===== src/design/hdlf_pkg.sv =====
// Package for the hex dump line formatter.
// Holds the item types, the sequencer states, character codes and helper functions.
// It depends on nothing else.
package hdlf_pkg;

   typedef struct packed {
      logic       cmd;
      logic [7:0] data_byte;
   } req_type;

   typedef struct packed {
      logic [7:0] out_char;
      logic       last_char;
   } rsp_type;

   typedef enum logic [2:0] {
      ST_IDLE,
      ST_HEX_HI,
      ST_HEX_LO,
      ST_SPACE,
      ST_SEMI,
      ST_GAP,
      ST_COMMENT,
      ST_NEWLINE
   } state_type;

   localparam logic       CMD_DATA  = 1'b0;
   localparam logic       CMD_FLUSH = 1'b1;

   localparam logic [7:0] CHAR_SPACE   = 8'd32;
   localparam logic [7:0] CHAR_TILDE   = 8'd126;
   localparam logic [7:0] CHAR_SEMI    = 8'd59;
   localparam logic [7:0] CHAR_NEWLINE = 8'd10;
   localparam logic [7:0] CHAR_QMARK   = 8'd63;
   localparam logic [7:0] CHAR_ZERO    = 8'd48;
   localparam logic [7:0] CHAR_UPPER_A = 8'd65;

   localparam logic [5:0] BPL_RESET = 6'd20;
   localparam int         REG_BYTES_PER_LINE = 0;

   function automatic logic [7:0] hex_digit(input logic [3:0] v);
      logic [7:0] r;
      if (v <= 4'd9) begin
         r = CHAR_ZERO + {4'd0, v};
      end else begin
         r = CHAR_UPPER_A + {4'd0, v} - 8'd10;
      end
      return r;
   endfunction

   function automatic logic [7:0] printable(input logic [7:0] c);
      logic [7:0] r;
      if (c < CHAR_SPACE || c > CHAR_TILDE) begin
         r = CHAR_QMARK;
      end else begin
         r = c;
      end
      return r;
   endfunction

endpackage


===== src/design/hdlf_csr.sv =====
// Configuration register block of the hex dump line formatter.
// Holds bytes_per_line behind an APB-style port; uses hdlf_pkg.
module hdlf_csr (
   input  logic        clock,
   input  logic        reset,
   input  logic        psel,
   input  logic        penable,
   input  logic        pwrite,
   input  logic [2:0]  paddr,
   input  logic [31:0] pwdata,
   output logic [31:0] prdata,
   output logic        pready,
   output logic [5:0]  bytes_per_line
);

   logic [5:0] bpl_ff;
   logic [5:0] bpl_in;
   logic       index;
   logic       hit;

   assign index  = paddr[2];
   assign hit    = (index == 1'(hdlf_pkg::REG_BYTES_PER_LINE));
   assign pready = 1'b1;

   always_comb begin
      bpl_in = bpl_ff;
      if (psel && penable && pwrite && hit) begin
         bpl_in = pwdata[5:0];
      end
   end

   always_ff @(posedge clock) begin
      if (reset) begin
         bpl_ff <= hdlf_pkg::BPL_RESET;
      end else begin
         bpl_ff <= bpl_in;
      end
   end

   assign prdata         = hit ? {26'd0, bpl_ff} : 32'd0;
   assign bytes_per_line = bpl_ff;

endmodule


===== src/design/hdlf_line_mem.sv =====
// Line store of the hex dump line formatter: one write port, one registered read port.
// Holds the printable form of the bytes of the current line; uses no package items.
module hdlf_line_mem #(
   parameter int DEPTH  = 32,
   parameter int ADDR_W = 5
) (
   input  logic              clock,
   input  logic              wr_en,
   input  logic [ADDR_W-1:0] wr_addr,
   input  logic [7:0]        wr_data,
   input  logic              rd_en,
   input  logic [ADDR_W-1:0] rd_addr,
   output logic [7:0]        rd_data
);

   logic [7:0] mem [DEPTH];
   logic [7:0] rd_data_ff;

   always_ff @(posedge clock) begin
      if (wr_en) begin
         mem[wr_addr] <= wr_data;
      end
   end

   always_ff @(posedge clock) begin
      if (rd_en) begin
         rd_data_ff <= mem[rd_addr];
      end
   end

   assign rd_data = rd_data_ff;

endmodule


===== src/design/hex_dump_line_formatter.sv =====
// Hex dump line formatter: turns bytes into hex dump text, one character per result item.
// A data item gives three characters: two hex digits and a space. One that ends a
// line adds a semicolon, a space, the n stored bytes and a newline; a flush gives
// only these. A new item is taken only in the idle state. Within an item, one character
// leaves per cycle from the output register while rsp_ready is high. Reset is synchronous:
// the line is emptied and bytes_per_line returns to 20; the line store itself is not cleared.
module hex_dump_line_formatter #(
   parameter int MAX_LINE_BYTES = 32
) (
   input  logic                 clock,
   input  logic                 reset,
   input  logic                 req_valid,
   output logic                 req_ready,
   input  hdlf_pkg::req_type    req_data,
   output logic                 rsp_valid,
   input  logic                 rsp_ready,
   output hdlf_pkg::rsp_type    rsp_data,
   input  logic                 psel,
   input  logic                 penable,
   input  logic                 pwrite,
   input  logic [2:0]           paddr,
   input  logic [31:0]          pwdata,
   output logic [31:0]          prdata,
   output logic                 pready
);

   localparam int ADDR_W = (MAX_LINE_BYTES > 1) ? $clog2(MAX_LINE_BYTES) : 1;
   localparam int FILL_W = $clog2(MAX_LINE_BYTES + 1);
   localparam int CMP_W  = (FILL_W > 7) ? FILL_W : 7;

   hdlf_pkg::state_type state_ff, state_in;

   logic [FILL_W-1:0] fill_ff, fill_in;
   logic [FILL_W-1:0] idx_ff, idx_in;
   logic [7:0]        byte_ff, byte_in;
   logic              comment_ff, comment_in;
   logic              rsp_valid_ff, rsp_valid_in;
   hdlf_pkg::rsp_type rsp_data_ff, rsp_data_in;

   logic [5:0]        bytes_per_line;
   logic [CMP_W-1:0]  limit;
   logic [FILL_W-1:0] fill_next;
   logic              accept;
   logic              out_free;
   logic              emit;
   hdlf_pkg::rsp_type emit_data;
   logic              wr_en;
   logic              rd_en;
   logic [FILL_W-1:0] rd_index;
   logic [7:0]        rd_data;

   hdlf_csr u_csr (
      .clock          (clock),
      .reset          (reset),
      .psel           (psel),
      .penable        (penable),
      .pwrite         (pwrite),
      .paddr          (paddr),
      .pwdata         (pwdata),
      .prdata         (prdata),
      .pready         (pready),
      .bytes_per_line (bytes_per_line)
   );

   hdlf_line_mem #(
      .DEPTH  (MAX_LINE_BYTES),
      .ADDR_W (ADDR_W)
   ) u_mem (
      .clock   (clock),
      .wr_en   (wr_en),
      .wr_addr (fill_ff[ADDR_W-1:0]),
      .wr_data (hdlf_pkg::printable(req_data.data_byte)),
      .rd_en   (rd_en),
      .rd_addr (rd_index[ADDR_W-1:0]),
      .rd_data (rd_data)
   );

   always_comb begin
      limit = {{(CMP_W-6){1'b0}}, bytes_per_line};
      if (limit == '0) begin
         limit = CMP_W'(1);
      end
      if (limit > CMP_W'(MAX_LINE_BYTES)) begin
         limit = CMP_W'(MAX_LINE_BYTES);
      end
   end

   assign req_ready = (state_ff == hdlf_pkg::ST_IDLE);
   assign accept    = req_valid && req_ready;
   assign out_free  = !rsp_valid_ff || rsp_ready;
   assign wr_en     = accept && (req_data.cmd == hdlf_pkg::CMD_DATA) &&
                      (fill_ff < FILL_W'(MAX_LINE_BYTES));
   assign fill_next = wr_en ? fill_ff + FILL_W'(1) : fill_ff;

   // Next state.
   always_comb begin
      state_in = state_ff;
      case (state_ff)
         hdlf_pkg::ST_IDLE: begin
            if (accept) begin
               state_in = (req_data.cmd == hdlf_pkg::CMD_FLUSH) ?
                          hdlf_pkg::ST_SEMI : hdlf_pkg::ST_HEX_HI;
            end
         end
         hdlf_pkg::ST_HEX_HI: begin
            if (out_free) state_in = hdlf_pkg::ST_HEX_LO;
         end
         hdlf_pkg::ST_HEX_LO: begin
            if (out_free) state_in = hdlf_pkg::ST_SPACE;
         end
         hdlf_pkg::ST_SPACE: begin
            if (out_free) state_in = comment_ff ? hdlf_pkg::ST_SEMI : hdlf_pkg::ST_IDLE;
         end
         hdlf_pkg::ST_SEMI: begin
            if (out_free) state_in = hdlf_pkg::ST_GAP;
         end
         hdlf_pkg::ST_GAP: begin
            if (out_free) begin
               state_in = (fill_ff == '0) ? hdlf_pkg::ST_NEWLINE : hdlf_pkg::ST_COMMENT;
            end
         end
         hdlf_pkg::ST_COMMENT: begin
            if (out_free && (idx_ff + FILL_W'(1) == fill_ff)) begin
               state_in = hdlf_pkg::ST_NEWLINE;
            end
         end
         hdlf_pkg::ST_NEWLINE: begin
            if (out_free) state_in = hdlf_pkg::ST_IDLE;
         end
         default: state_in = hdlf_pkg::ST_IDLE;
      endcase
   end

   // Outputs of each state.
   always_comb begin
      emit      = 1'b0;
      emit_data = '{out_char: hdlf_pkg::CHAR_SPACE, last_char: 1'b0};
      rd_en     = 1'b0;
      rd_index  = '0;
      idx_in    = idx_ff;
      case (state_ff)
         hdlf_pkg::ST_IDLE: begin
            emit = 1'b0;
         end
         hdlf_pkg::ST_HEX_HI: begin
            emit               = 1'b1;
            emit_data.out_char = hdlf_pkg::hex_digit(byte_ff[7:4]);
         end
         hdlf_pkg::ST_HEX_LO: begin
            emit               = 1'b1;
            emit_data.out_char = hdlf_pkg::hex_digit(byte_ff[3:0]);
         end
         hdlf_pkg::ST_SPACE: begin
            emit                = 1'b1;
            emit_data.last_char = !comment_ff;
         end
         hdlf_pkg::ST_SEMI: begin
            emit               = 1'b1;
            emit_data.out_char = hdlf_pkg::CHAR_SEMI;
         end
         hdlf_pkg::ST_GAP: begin
            emit     = 1'b1;
            rd_en    = out_free && (fill_ff != '0);
            rd_index = '0;
            if (out_free) idx_in = '0;
         end
         hdlf_pkg::ST_COMMENT: begin
            emit               = 1'b1;
            emit_data.out_char = rd_data;
            rd_index           = idx_ff + FILL_W'(1);
            rd_en              = out_free && (rd_index < fill_ff);
            if (out_free) idx_in = rd_index;
         end
         hdlf_pkg::ST_NEWLINE: begin
            emit                = 1'b1;
            emit_data.out_char  = hdlf_pkg::CHAR_NEWLINE;
            emit_data.last_char = 1'b1;
         end
         default: emit = 1'b0;
      endcase
   end

   always_comb begin
      byte_in    = byte_ff;
      comment_in = comment_ff;
      fill_in    = fill_next;
      if (accept) begin
         byte_in    = req_data.data_byte;
         comment_in = (req_data.cmd == hdlf_pkg::CMD_FLUSH) ||
                      ({{(CMP_W-FILL_W){1'b0}}, fill_next} >= limit);
      end
      if ((state_ff == hdlf_pkg::ST_NEWLINE) && out_free) begin
         fill_in = '0;
      end
   end

   always_comb begin
      rsp_valid_in = rsp_valid_ff;
      rsp_data_in  = rsp_data_ff;
      if (emit && out_free) begin
         rsp_valid_in = 1'b1;
         rsp_data_in  = emit_data;
      end else if (rsp_ready) begin
         rsp_valid_in = 1'b0;
      end
   end

   always_ff @(posedge clock) begin
      if (reset) begin
         state_ff     <= hdlf_pkg::ST_IDLE;
         fill_ff      <= '0;
         rsp_valid_ff <= 1'b0;
      end else begin
         state_ff     <= state_in;
         fill_ff      <= fill_in;
         rsp_valid_ff <= rsp_valid_in;
      end
   end

   always_ff @(posedge clock) begin
      idx_ff      <= idx_in;
      byte_ff     <= byte_in;
      comment_ff  <= comment_in;
      rsp_data_ff <= rsp_data_in;
   end

   assign rsp_valid = rsp_valid_ff;
   assign rsp_data  = rsp_data_ff;

endmodule


===== config.mk =====
export PLATFORM = sky130hd
export DESIGN_NAME = hex_dump_line_formatter
export DESIGN_NICKNAME = d
export VERILOG_FILES = /design/src/design/hdlf_pkg.sv /design/src/design/hdlf_csr.sv /design/src/design/hdlf_line_mem.sv /design/src/design/hex_dump_line_formatter.sv
export SDC_FILE = /design/constraint.sdc
export NUM_CORES = 1
export LEC_CHECK = 0
export BUFFER_PORTS_ARGS = -buffer_cell sky130_fd_sc_hd__buf_2
export CAP_MARGIN = 10
export CORE_UTILIZATION = 60
export DETAILED_ROUTE_END_ITERATION = 8
export PLACE_DENSITY = 0.84
export SYNTH_ARGS = -nofsm -noshare
export SYNTH_HDL_FRONTEND = slang
export SYNTH_SLANG_ARGS = --single-unit

===== constraint.sdc =====
create_clock -name clock -period 3.4 [get_ports clock]
set_clock_uncertainty 0.05 [all_clocks]
set_input_delay 0.34 -clock clock [delete_from_list [all_inputs] [get_ports clock]]
set_output_delay 0.34 -clock clock [all_outputs]
set_load 0.03 [all_outputs]

---- After elaboration in Yosys (flattened, before gate mapping) ----
Memory sizes are Yosys's and may differ from the RTL's. A register that Yosys moved wholly into a read port is not among the register bits.
Cells that the tools add are included.
operators by class
  order comparisons ....................... 8
  equal/unequal tests ..................... 17
  add/subtract/negate cells ............... 8
  bitwise operators ....................... 2
  reduce and logical (&&, ||, !) cells .... 26
  muxes and demuxes ....................... 31
operators by type and width
  cell                 count
  $pmux 8 s5           1
  $mux 6               6
  $mux 3               10
  $mux 8               3
  $pmux 3 s8           1
  $add 7x4->8 const A  2
  $ne 2x2->1 const B   8
  $sub 8x4->8 const B  2
  $add 6x4->7 const A  2
  $add 6x1->6 const B  2
  $eq 3x3->1 const B   4
  $logic_not 6->1      2
  $pmux 6 s2           1
  $logic_and 1x1->1    11
  $gt 8x7->1 const B   1
  $le 4x4->1 const B   2
  $lt 8x6->1 const B   1
  $reduce_and 8->1     1
  $ge 6x7->1           1
  $gt 7x6->1 const B   1
  $reduce_or 7->1      1
  $eq 3x2->1 const B   2
  $eq 6x6->1           1
  $lt 6x6->1           1
  14 further kinds     25
storage, ports and cells
  memories ................................ 1
  input bits .............................. 51
  register bits ........................... 40
  bits in writable memories ............... 256
memories
  name       depth  bits a word  rd ports  clocked after Yosys merged registers in  write ports  line                 source
  u_mem.mem  32     8            1         1                                        1            hdlf_line_mem.sv:16  logic [7:0] mem [DEPTH];

---- Depth between registers and ports, before layout ----
Gate-level depths: netlist of run 1.
  word-level depth ........................ 7
  depth in mapped cells ................... 11
  mapped depth without buffers ............ 10

---- Hierarchy ----
Synthesis of run 1 repeated with hierarchy kept, for this count alone.
second synthesis, totals
  cells, all modules ...................... 709
  area, all modules ....................... 12923.6 um^2
by module, submodules not included
  module                   seq. area each (um^2)  times used  area an instance (um^2)  cells each
  hdlf_line_mem            7927.6                 1           10133.5                  417
  hex_dump_line_formatter  920.9                  1           2257.2                   230
  hdlf_csr                 120.1                  1           533.0                    62

---- Worst setup path before layout of run 1 ----
Ideal clock, no wire load.
  path type ............................... flip-flop to flip-flop
  from .................................... reg state_ff[2]
  to ...................................... reg comment_ff, data pin
  library setup time ...................... 0.264 ns
  path buffers ............................ 2
  cell stages (with the launch flop) ...... 12
  setup slack ............................. 0.483 ns
  data arrival time ....................... 2.603 ns
  cell sequence ........................... dfxtp_1 -> buf_2 -> nor3_2 -> and3_1 -> buf_2 -> xnor2_1 -> ha_1 -> nand2b_1 -> a21o_1 -> a21o_1 -> a211oi_1 -> o21ai_0
between the ends
  longest elaborated chain between the ends .. 7
ends and longest elaborated chain
  element                         line                            source
  start: declaration              hex_dump_line_formatter.sv:31   hdlf_pkg::state_type state_ff, state_in;
  start signal: assignment        hex_dump_line_formatter.sv:210  state_ff <= hdlf_pkg::ST_IDLE;
  start signal: assignment        hex_dump_line_formatter.sv:214  state_ff <= state_in;
  $logic_not 3->1                 hex_dump_line_formatter.sv:88   assign req_ready = (state_ff == hdlf_pkg::ST_IDLE);
  via req_ready                   hex_dump_line_formatter.sv:13   output logic req_ready,
  $logic_and 1x1->1               hex_dump_line_formatter.sv:89   assign accept = req_valid && req_ready;
  $logic_and 1x1->1 (2 in a row)  hex_dump_line_formatter.sv:91   assign wr_en = accept && (req_data.cmd == hdlf_pkg::CMD_DATA) &&
  $mux 6                          hex_dump_line_formatter.sv:93   assign fill_next = wr_en ? fill_ff + FILL_W'(1) : fill_ff;
  $ge 6x7->1                      hex_dump_line_formatter.sv:190  ({{(CMP_W-FILL_W){1'b0}}, fill_next} >= limit);
  $logic_or 1x1->1                hex_dump_line_formatter.sv:189  comment_in = (req_data.cmd == hdlf_pkg::CMD_FLUSH) ||
  end signal: assignment          hex_dump_line_formatter.sv:223  comment_ff <= comment_in;
  end: declaration                hex_dump_line_formatter.sv:36   logic comment_ff, comment_in;
The timed path passes the listed nets, and every way through them passes these cells.
A chain may end at the register's enable or synchronous reset.

---- Worst setup path after layout of run 1 ----
  from .................................... reg idx_ff[0]
  to ...................................... reg u_mem.rd_data_ff[2], in the netlist u_mem.rd_data[2], read port of u_mem.mem (enable)
between the ends
  longest elaborated chain between the ends .. 4
  elaborated cells on any way between the ends .. 5
  classes of those cells .................. add/sub: 1; order compare: 1; mux: 2; reduce/logical: 1
ends and longest elaborated chain
  element                   line                            source
  start: declaration        hex_dump_line_formatter.sv:34   logic [FILL_W-1:0] idx_ff, idx_in;
  start signal: assignment  hex_dump_line_formatter.sv:221  idx_ff <= idx_in;
  $add 6x1->6               hex_dump_line_formatter.sv:170  rd_index = idx_ff + FILL_W'(1);
  $lt 6x6->1                hex_dump_line_formatter.sv:171  rd_en = out_free && (rd_index < fill_ff);
  $logic_and 1x1->1         hex_dump_line_formatter.sv:171
  $pmux 1 s2                hex_dump_line_formatter.sv:141  case (state_ff)
  via rd_en                 hex_dump_line_formatter.sv:48   logic rd_en;
  end: declaration          hdlf_line_mem.sv:17             logic [7:0] rd_data_ff;
The timed path passes the listed nets, and every way through them passes these cells.

==> summary.md, run 1 <==
| Metric | Value |
|---|---|
| Run status | `finished clean` |
| Post-synthesis adder-cell area fraction | `0.01993` |
| Fin crit share | `0.8516` |
| Die area | `22570 µm²` |
| Combinational Power Share | `0.206` |
| Kind of critical path | `reg2reg` |
| Endpoints failing setup | `0` |
| Seq pwr share | `0.467` |
| Syn_area_per_cell | `13.41 µm²` |
| Critical Path Fanout Max | `63` |
| Cell with the most instances after synthesis | `edfxtp_1` |
| Setup crit start kind | `register` |
| Gpl congestion | `0.9389` |
| Critical path, cell by cell | `buf_12 > nand3_1 > xor2_1 > buf_4 > inv_1 > ha_1 > a21oi_1 > nor2b_1 > o21ai_0 > o2111ai_1 > a21boi_1 > buf_4` |
| Switch Pwr | `2.717 mW` |
| Top FF cell, synth | `edfxtp_1` |
| Slowest stage delay, CP | `0.42 ns` |
| Util after Layout | `0.7043` |
| Leak | `5.482 nW` |
| WP data arrival | `3.11 ns` |
| CP most frequent cell | `buf_4` |
| Worst endpoint required time | `3.61 ns` |
| Clock power share | `0.327` |
| # Max-Cap Violations | `0` |
| Fraction of registers with async set or reset after synthesis | `0` |
| Mux cell area share after synthesis | `0.05210` |
| RSZ-0062 raised after global routing | `no` |
| Grt ovf | `0` |
| Final worst setup slack | `0.5046 ns` |
| Place WS | `0.5870 ns` |
| Busiest grt layer | `met2` |
| Port Buf Inserts | `39` |
| Synth Area in Simple Gates | `0.1071` |
| Setup repair bufs after CTS | `0` |
| Sequential standard cell area | `8969 µm²` |
| Initial antenna violation count | `0` |
| Clk buf depth | `3` |
| Synth cell count leaders | `288 x edfxtp_1, 94 x nand2_1, 84 x nor2_1, 54 x mux2i_1, 43 x nand3_1` |
| CTS tree | `built` |
| Post-DP HPWL | `18970 µm` |
| # diodes | `0` |
| Pwr/cell area | `625.9 nW/µm²` |
| Initial DRT Pass Iterations | `6` |
| DRT iter0 DRCs | `942` |
| Die Ht | `150.2 µm` |
| Rel. slew slack | `0.4437` |
| Pin count of the biggest net entering global routing | `64` |
| Initial Util | `0.6194` |
| Global-route wire length before repair | `46860 µm` |
| Root Buffer | `clkbuf_16` |
| DRC viols | `0` |
| Area growth from synthesis to layout | `13.70%` |
| Placed cell area | `13970 µm²` |
| Met1 Use GR | `0.3718` |
| Worst-margin pin slew | `0.8344 ns` |
| Post-Synth XOR/XNOR Area | `0.007971` |
| Hold slack | `0.06613 ns` |
| CTS Sinks | `304` |
| Vias | `8702` |
| CTS buffer count | `30` |
| Min Tclk post-route | `2.895 ns` |
| # fillers | `1387` |
| Final TNS setup | `0 ns` |
| CP Capture Type | `register` |
| Sw Share | `0.2895` |
| Antenna-violating nets left | `0` |
| Max-slew violation count | `0` |
| WL/cell | `21.93 µm` |
| GR Util met3 | `0.04545` |
| Mapped Area | `13190 µm²` |
| Max stage delay cell, worst path | `edfxtp_1` |
| Post-synth EDFFs | `288` |
| Post-Syn Instances | `983` |
| Vias in the first global route | `8443` |
| Main combinational cell family by area after synthesis | `simple AND/OR/NAND/NOR gates` |
| Routed vias/inst | `6.238` |
| Total track usage | `0.2813` |
| Worst skew pair latency | `0.55 ns` |
| Area of the multi-input gates | `3923 µm²` |
| Final nets | `1169` |
| Ratio of cells with drive above 1 in the final layout | `0.1438` |
| Yosys warns | `0` |
| I/O pin count | `95` |
| Clock-pin slew on the worst setup and hold paths | `0.06 ns` |
| Post-synth cell types | `64` |
| Cell row count | `53` |
| Die width | `150.2 µm` |
| Fmax | `345.4 MHz` |
| Fin cells | `1395` |
| Core area | `21290 µm²` |
| Leading area contributor after synthesis | `edfxtp_1` |
| Worst hold path type | `in2reg` |
| H-tree depth | `1` |
| Worst Hold Depth | `4` |
| Int Power | `6.666 mW` |
| Inst Count DP | `1328` |
| Yosys reg bits | `304` |
| Met2 usage | `0.4664` |
| Final Cell Area | `14990 µm²` |
| Final Hold Violating Endpoints | `0` |
| Path depth of the worst reg2reg path | `12` |
| Sequential share of the synthesized area | `0.6802` |
| Post-synthesis compound-gate area fraction | `0.09138` |
| Routed wire length | `30590 µm` |
| Synth top area cells | `edfxtp_1 66%, mux2i_1 4.1%, nand2_1 2.7%` |
| Total power | `9.383 mW` |
| VDD IR-drop max | `0.5243 mV` |
| Share of the synthesized area in the top cell type | `0.6559` |
[cell families (layout without fill, tap and decap cells)]
group,after synthesis,count (layout)
other,2,59
adders and majority gates,21,21
and+or+nand+nor,303,303
AOI/OAI and AO/OA,165,165
xor gates and xnor gates,12,12
DFF,304,304
muxes,66,66
buffers and inverters,110,190
[placed cells by master, fill, tap and decap left out, types with 8 or more instances in the layout]
master         synthesis  layout
a21oi_1               16      16
o2111ai_1             13      13
mux2i_1               54      54
edfxtp_1             288     288
nand2b_1              10      10
mux2_2                11      11
o21ai_0               24      24
o2bb2ai_1             18      18
dlygate4sd3_1          0      12
nor3_1                16      16
nor2_1                84      84
xnor2_1                9       8
buf_4                 27      51
inv_1                 25      25
dfxtp_1               16      16
conb_1                 2      59
o21ai_1               13      13
nand2_1               94      94
nand4_1               15      15
nor2b_1               13      13
buf_2                 12      39
nand3_1               43      43
clkbuf_16              0      31
clkbuf_1              34      11
a32oi_1               10      10
ha_1                  21      21
o221ai_1              19      19
[worst max-delay path: cells and delay by family, from the launching register on]
family                     cells  cell delay, ns
and+or+nand+nor                2            0.24
DFF                            1            0.42
adders and majority gates      1            0.29
AOI/OAI and AO/OA              4            0.63
buffers and inverters          4            0.78
xor gates and xnor gates       1            0.19
[state kept, by name, summed over array words and instances (netlist names)]
name and count:
byte_ff 8, fill_ff 6, u_mem.rd_data 8, idx_ff 6
u_mem.mem 256, u_csr.bytes_per_line 6, rsp_data 9, comment_ff 1
rsp_valid 1, state_ff 3
[final cells by class]
type | count | share of cell area
Timing Repair Buffer | 104 | 0.04924
Multi-Input combinational cell | 626 | 0.2616
Inverter | 31 | 0.007762
Clock inverter | 13 | 0.005675
Tap cell | 275 | 0.02295
Sequential cell | 304 | 0.5982
Clock buffer | 42 | 0.05450
[power groups by stage]
stage	combinational, mW	clock, mW	sequential [mW]
4_1_cts	1.90	3.09	4.38
3_5_place_dp	1.87	0	4.46
6_report	1.94	3.07	4.38
3_3_place_gp	1.82	0	4.45
5_1_grt	2.08	3.23	4.40
2_1_floorplan	1.21	0	4.57
[path summary, 6_finish.rpt]
path / from / slack, ns / to
worst min-delay path: pwdata[2] / 0.07 / u_csr.bytes_per_line[2]
worst max register to register: idx_ff[0] / 0.50 / u_mem.rd_data[2]
worst min register to register: u_mem.rd_data[7] / 0.47 / rsp_data[8]
worst max-delay path: idx_ff[0] / 0.50 / u_mem.rd_data[2]
[per-layer routing]
metal / wire [µm] / up-vias
met1: 11580 / 4201
li1: - / 3867
met2: 14730 / 541
met5: 0 / -
met3: 3102 / 93
met4: 1177 / 0
[timing repair]
action / in CTS / in global routing
endpoints found under the hold margin: 12 / 0
gates resized for setup: 0 / 0
hold buffers: 12 / 0
Note: power is estimated with default switching activity, not from simulation.
==> inputs of run 2 (changes only) <==
- CORE_UTILIZATION: 60 -> 62
- CTS_BUF_LIST: unset -> sky130_fd_sc_hd__clkbuf_4
- PLACE_DENSITY: 0.84 -> 0.87
==> summary.md, run 2 (synthesis results as in run 1) <==
| Metric | Value |
|---|---|
| # fillers | `1294` |
| Switch Pwr | `2.818 mW` |
| Final nets | `1210` |
| Die area | `21850 µm²` |
| Area growth from synthesis to layout | `13.64%` |
| Die Ht | `147.8 µm` |
| Die width | `147.8 µm` |
| CTS buffer count | `75` |
| Min Tclk post-route | `2.965 ns` |
| CTS Sinks | `304` |
| Vias in the first global route | `9055` |
| Top Family by Delay on Critical Path | `buffers and inverters` |
| Ratio of cells with drive above 1 in the final layout | `0.1891` |
| Post-DP HPWL | `19170 µm` |
| Clk buf depth | `3` |
| RSZ-0062 raised after global routing | `no` |
| Max stage delay cell, worst path | `edfxtp_1` |
| Worst-margin pin slew | `0.9474 ns` |
| Core area | `20560 µm²` |
| Port Buf Inserts | `39` |
| Buf/Inv on CP | `2` |
| Commonest non-fill, non-tap cell in the layout | `edfxtp_1` |
| Clock-pin slew on the worst setup and hold paths | `0.06 ns` |
| Seq pwr share | `0.473` |
| Most frequent cells in the layout | `288 x edfxtp_1, 110 x clkbuf_4, 94 x nand2_1` |
| Setup crit start kind | `register` |
| Routed vias/inst | `6.277` |
| Max-slew violation count | `0` |
| Cell row count | `52` |
| Hold slack | `0.1305 ns` |
| # resized after CTS | `0` |
| Rel. slew slack | `0.3684` |
| Slowest stage delay, CP | `0.49 ns` |
| Largest Register | `u_mem.mem` |
| Antenna-violating nets left | `0` |
| Critical Path Fanout Max | `18` |
| # Max-Cap Violations | `0` |
| Combinational Power Share | `0.208` |
| Endpoints failing setup | `0` |
| Worst path depth | `7` |
| Initial DRT Pass Iterations | `5` |
| Max reg flops | `256` |
| WP data arrival | `3.28 ns` |
| Path depth of the worst reg2reg path | `7` |
| Vias | `9170` |
| Grt ovf | `0` |
| Initial Util | `0.6413` |
| I/O pin count | `95` |
| Worst endpoint required time | `3.71 ns` |
| Routed wire length | `32150 µm` |
| Initial antenna violation count | `1` |
| CTS tree | `built` |
| Total track usage | `0.3044` |
| H-tree depth | `3` |
| DRT iter0 DRCs | `1300` |
| Gpl congestion | `0.9734` |
| Kind of critical path | `reg2reg` |
| DRC viols | `0` |
| Root Buffer | `clkbuf_4` |
| Fmax | `337.2 MHz` |
| Clock power share | `0.318` |
| Final TNS setup | `0 ns` |
| Run status | `finished clean` |
| Worst Hold Depth | `4` |
| Pin count of the biggest net entering global routing | `38` |
| Sw Share | `0.3027` |
| CP Capture Type | `register` |
| Int Power | `6.492 mW` |
| Final Hold Violating Endpoints | `0` |
| WL/cell | `22.01 µm` |
| Pwr/cell area | `621.3 nW/µm²` |
| Global-route wire length before repair | `49060 µm` |
| Leak | `5.565 nW` |
| Worst hold path type | `in2reg` |
| VDD IR-drop max | `0.3772 mV` |
| Worst skew pair latency | `0.70 ns` |
| Fin crit share | `0.8722` |
| Critical path, cell by cell | `ha_1 > xnor2_2 > inv_2 > nand2_1 > buf_4 > o2111ai_1 > nand4_1` |
-- run 2: repair_timing --
| action | in CTS | in global routing |
|---|---|---|
| setup buffers | 0 | 0 |
| hold buffers | 22 | 0 |
| setup endpoints to repair | 0 | 0 |
| hold endpoints to repair | 19 | 0 |
-- run 2: path summary, 6_finish.rpt --
kind               startpoint          endpoint  slack, ns
max reg2reg         idx_ff[0]  u_mem.rd_data[2]       0.43
min reg2reg  u_mem.rd_data[6]       rsp_data[7]       0.49
max                 idx_ff[0]  u_mem.rd_data[2]       0.43
min                 req_valid       state_ff[2]       0.13
-- run 2: final cells by class --
cell class / instances / area, µm² / area share
clock buffers: 110 / 825.8 / 0.05511
diodes: 1 / 2.502 / 0.0001670
clock inverters: 19 / 101.3 / 0.006764
inverters: 31 / 116.4 / 0.007766
well taps: 270 / 337.8 / 0.02255
flip-flops and latches: 304 / 8969 / 0.5986
multi-input cells: 626 / 3923 / 0.2618
repair buffers: 100 / 708.2 / 0.04727
-- run 2: power by group through the flow --
stage	Clock, mW	Sequential (mW)	Combinational [mW]
floorplan	0	4.57	1.21
CTS	2.99	4.40	1.88
global placement	0	4.47	1.79
finish	2.96	4.41	1.94
global route	3.17	4.42	2.07
detailed placement	0	4.48	1.85
-- run 2: worst min-delay path, cell delays in order --
cell and delay (ns):
buf_2 0.12, mux2i_1 0.10, a21oi_1 0.15, o31a_1 0.13
-- run 2: per-stage QoR --
step	std cells	util	total power [mW]	setup slack, ns	area [µm²]
final	1461	0.7288	9.310	0.4346	14980
after global routing	1461	0.7288	9.659	0.3179	14980
after CTS	1460	0.7286	9.274	0.5755	14980
after detailed placement	1309	0.6728	6.333	0.5681	13830
after global placement	1309	0.6728	6.266	0.6309	13830
after floorplan	1040	-	5.778	0.4834	13400
-- run 2: per-layer routing --
layer	wire [µm]	GRT usage
met3	3374	0.06204
met4	1701	0.1804
met1	11650	0.3795
met2	15430	0.4962
met5	0	0
==> inputs of run 3 (changes only) <==
- CORE_UTILIZATION: 62 -> 31
- PLACE_DENSITY: 0.87 -> 0.52
==> summary.md, run 3 (synthesis results as in run 1) <==
| Metric | Value |
|---|---|
| Worst endpoint required time | `3.75 ns` |
| Run status | `finished clean` |
| Initial Util | `0.3143` |
| Vias | `8656` |
| Fmax | `348.4 MHz` |
| Place WS | `0.5948 ns` |
| CTS Sinks | `304` |
| Post-DP HPWL | `21170 µm` |
| DRT iter0 DRCs | `588` |
| Die Ht | `208.2 µm` |
| Total track usage | `0.1559` |
| Kind of critical path | `reg2reg` |
| WL/cell | `18.75 µm` |
| Max reg flops | `256` |
| Cell row count | `75` |
| VDD IR-drop max | `0.2552 mV` |
| Ratio of cells with drive above 1 in the final layout | `0.2188` |
| Endpoints failing setup | `0` |
| Worst-margin pin slew | `0.8343 ns` |
| DRC viols | `0` |
| Path depth of the worst reg2reg path | `8` |
| Crit Reg-Reg Startpoint | `idx_ff[1]` |
| Clock-pin slew on the worst setup and hold paths | `0.06 ns` |
| H-tree depth | `3` |
| Critical path, cell by cell | `ha_1 > nand4b_1 > buf_4 > inv_2 > o21ai_1 > a311oi_1 > o21ai_0 > nand4_1` |
| WP data arrival | `3.22 ns` |
| Worst hold path type | `in2reg` |
| Routed vias/inst | `4.901` |
| Most frequent cells in the layout | `288 x edfxtp_1, 129 x clkbuf_4, 94 x nand2_1` |
| # resized after CTS | `0` |
| Setup crit start kind | `register` |
| Final TNS setup | `0 ns` |
| Initial DRT Pass Iterations | `4` |
| CTS tree | `built` |
| Setup repair bufs after CTS | `0` |
| Post-CTS Hold Buffers | `21` |
| Final Hold Violating Endpoints | `0` |
| Global-route wire length before repair | `50850 µm` |
| R2r setup slk | `0.53 ns` |
| Max-slew violation count | `0` |
| Leak | `5.757 nW` |
| RSZ-0062 raised after global routing | `no` |
| Clk buf depth | `3` |
| Min Tclk post-route | `2.870 ns` |
| Pin count of the biggest net entering global routing | `39` |
| Die width | `208.2 µm` |
| Area growth from synthesis to layout | `18.32%` |
| Hold_sp | `req_valid` |
| Reg2reg end | `u_mem.rd_data[7]` |
| Antenna-violating nets left | `0` |
| Max stage delay cell, worst path | `o21ai_0` |
| Commonest non-fill, non-tap cell in the layout | `edfxtp_1` |
| Initial antenna violation count | `1` |
| Pwr/cell area | `610.4 nW/µm²` |
| Worst skew pair latency | `0.72 ns` |
| Largest Register | `u_mem.mem` |
| Grt ovf | `0` |
| Vias in the first global route | `8737` |
| CTS buffer count | `83` |
| Total power | `9.523 mW` |
| Critical Path Fanout Max | `17` |
| Root Buffer | `clkbuf_4` |
| Fin crit share | `0.8442` |
| # Max-Cap Violations | `0` |
| CP Capture Type | `register` |
| Origin of the worst setup path | `idx_ff[1]` |
| Final worst setup slack | `0.5298 ns` |
| Rel. slew slack | `0.4417` |
| Routed wire length | `33110 µm` |
| Port Buf Inserts | `39` |
| Core area | `41950 µm²` |
| Gpl congestion | `0.8768` |
| Slowest stage delay, CP | `0.44 ns` |
| # fillers | `4020` |
| CP endpoint | `u_mem.rd_data[7]` |
| I/O pin count | `95` |
| Die area | `43360 µm²` |
| Final nets | `1241` |
==> run 3: layer usage <==
layer  vias up  wire length, µm  track usage
met1      4226            15020       0.2057
met4         0             1112      0.07178
met2       281            15190       0.2441
met3        76             1790      0.03472
met5         -                0            0
li1       4073                -            -
==> run 3: cell type report <==
cell class              count  area, µm²  area share
multi-input cells         626       3923      0.2514
inverters                  31      116.4    0.007459
repair buffers            123      890.9     0.05710
well taps                 539      674.4     0.04323
clock inverters            12      55.05    0.003529
clock buffers             129      968.4     0.06207
flip-flops and latches    304       8969      0.5749
diodes                      2      5.005   0.0003208
==> run 3: worst max-delay path: cells and delay by family (launching register included) <==
family	cells	cell delay [ns]
compound gates	3	0.68
fa+ha+maj	1	0.43
buf+inv	2	0.55
flops	1	0.41
simple gates	2	0.44
==> run 3: through the flow <==
step	cell area [µm²]	util	std cells	hold slack, ns
final	15600	0.3719	1766	0.1227
after global routing	15600	0.3719	1765	0.1304
after CTS	15600	0.3718	1764	0.05880
after detailed placement	14360	0.3424	1602	0.4614
after global placement	14360	0.3424	1602	0.4615
after floorplan	13400	-	1040	0.3889
==> run 3: worst min path at each step <==
stage                                    endpoint  slack (ns)  depth (start not counted)
after floorplan                        byte_ff[0]        0.39                          0
after global placement    u_csr.bytes_per_line[5]        0.46                          2
after detailed placement              rsp_data[8]        0.46                          1
after CTS                             state_ff[2]        0.06                          4
after global routing                  state_ff[2]        0.13                          4
final                                 state_ff[2]        0.12                          4
==> run 3: power by group <==
part	leakage [nW]	switching, mW	total (mW)	internal, mW
clock network	0.620	1.47	3.18	1.71
registers	2.80	0.0866	4.39	4.31
logic	2.34	1.30	1.95	0.652
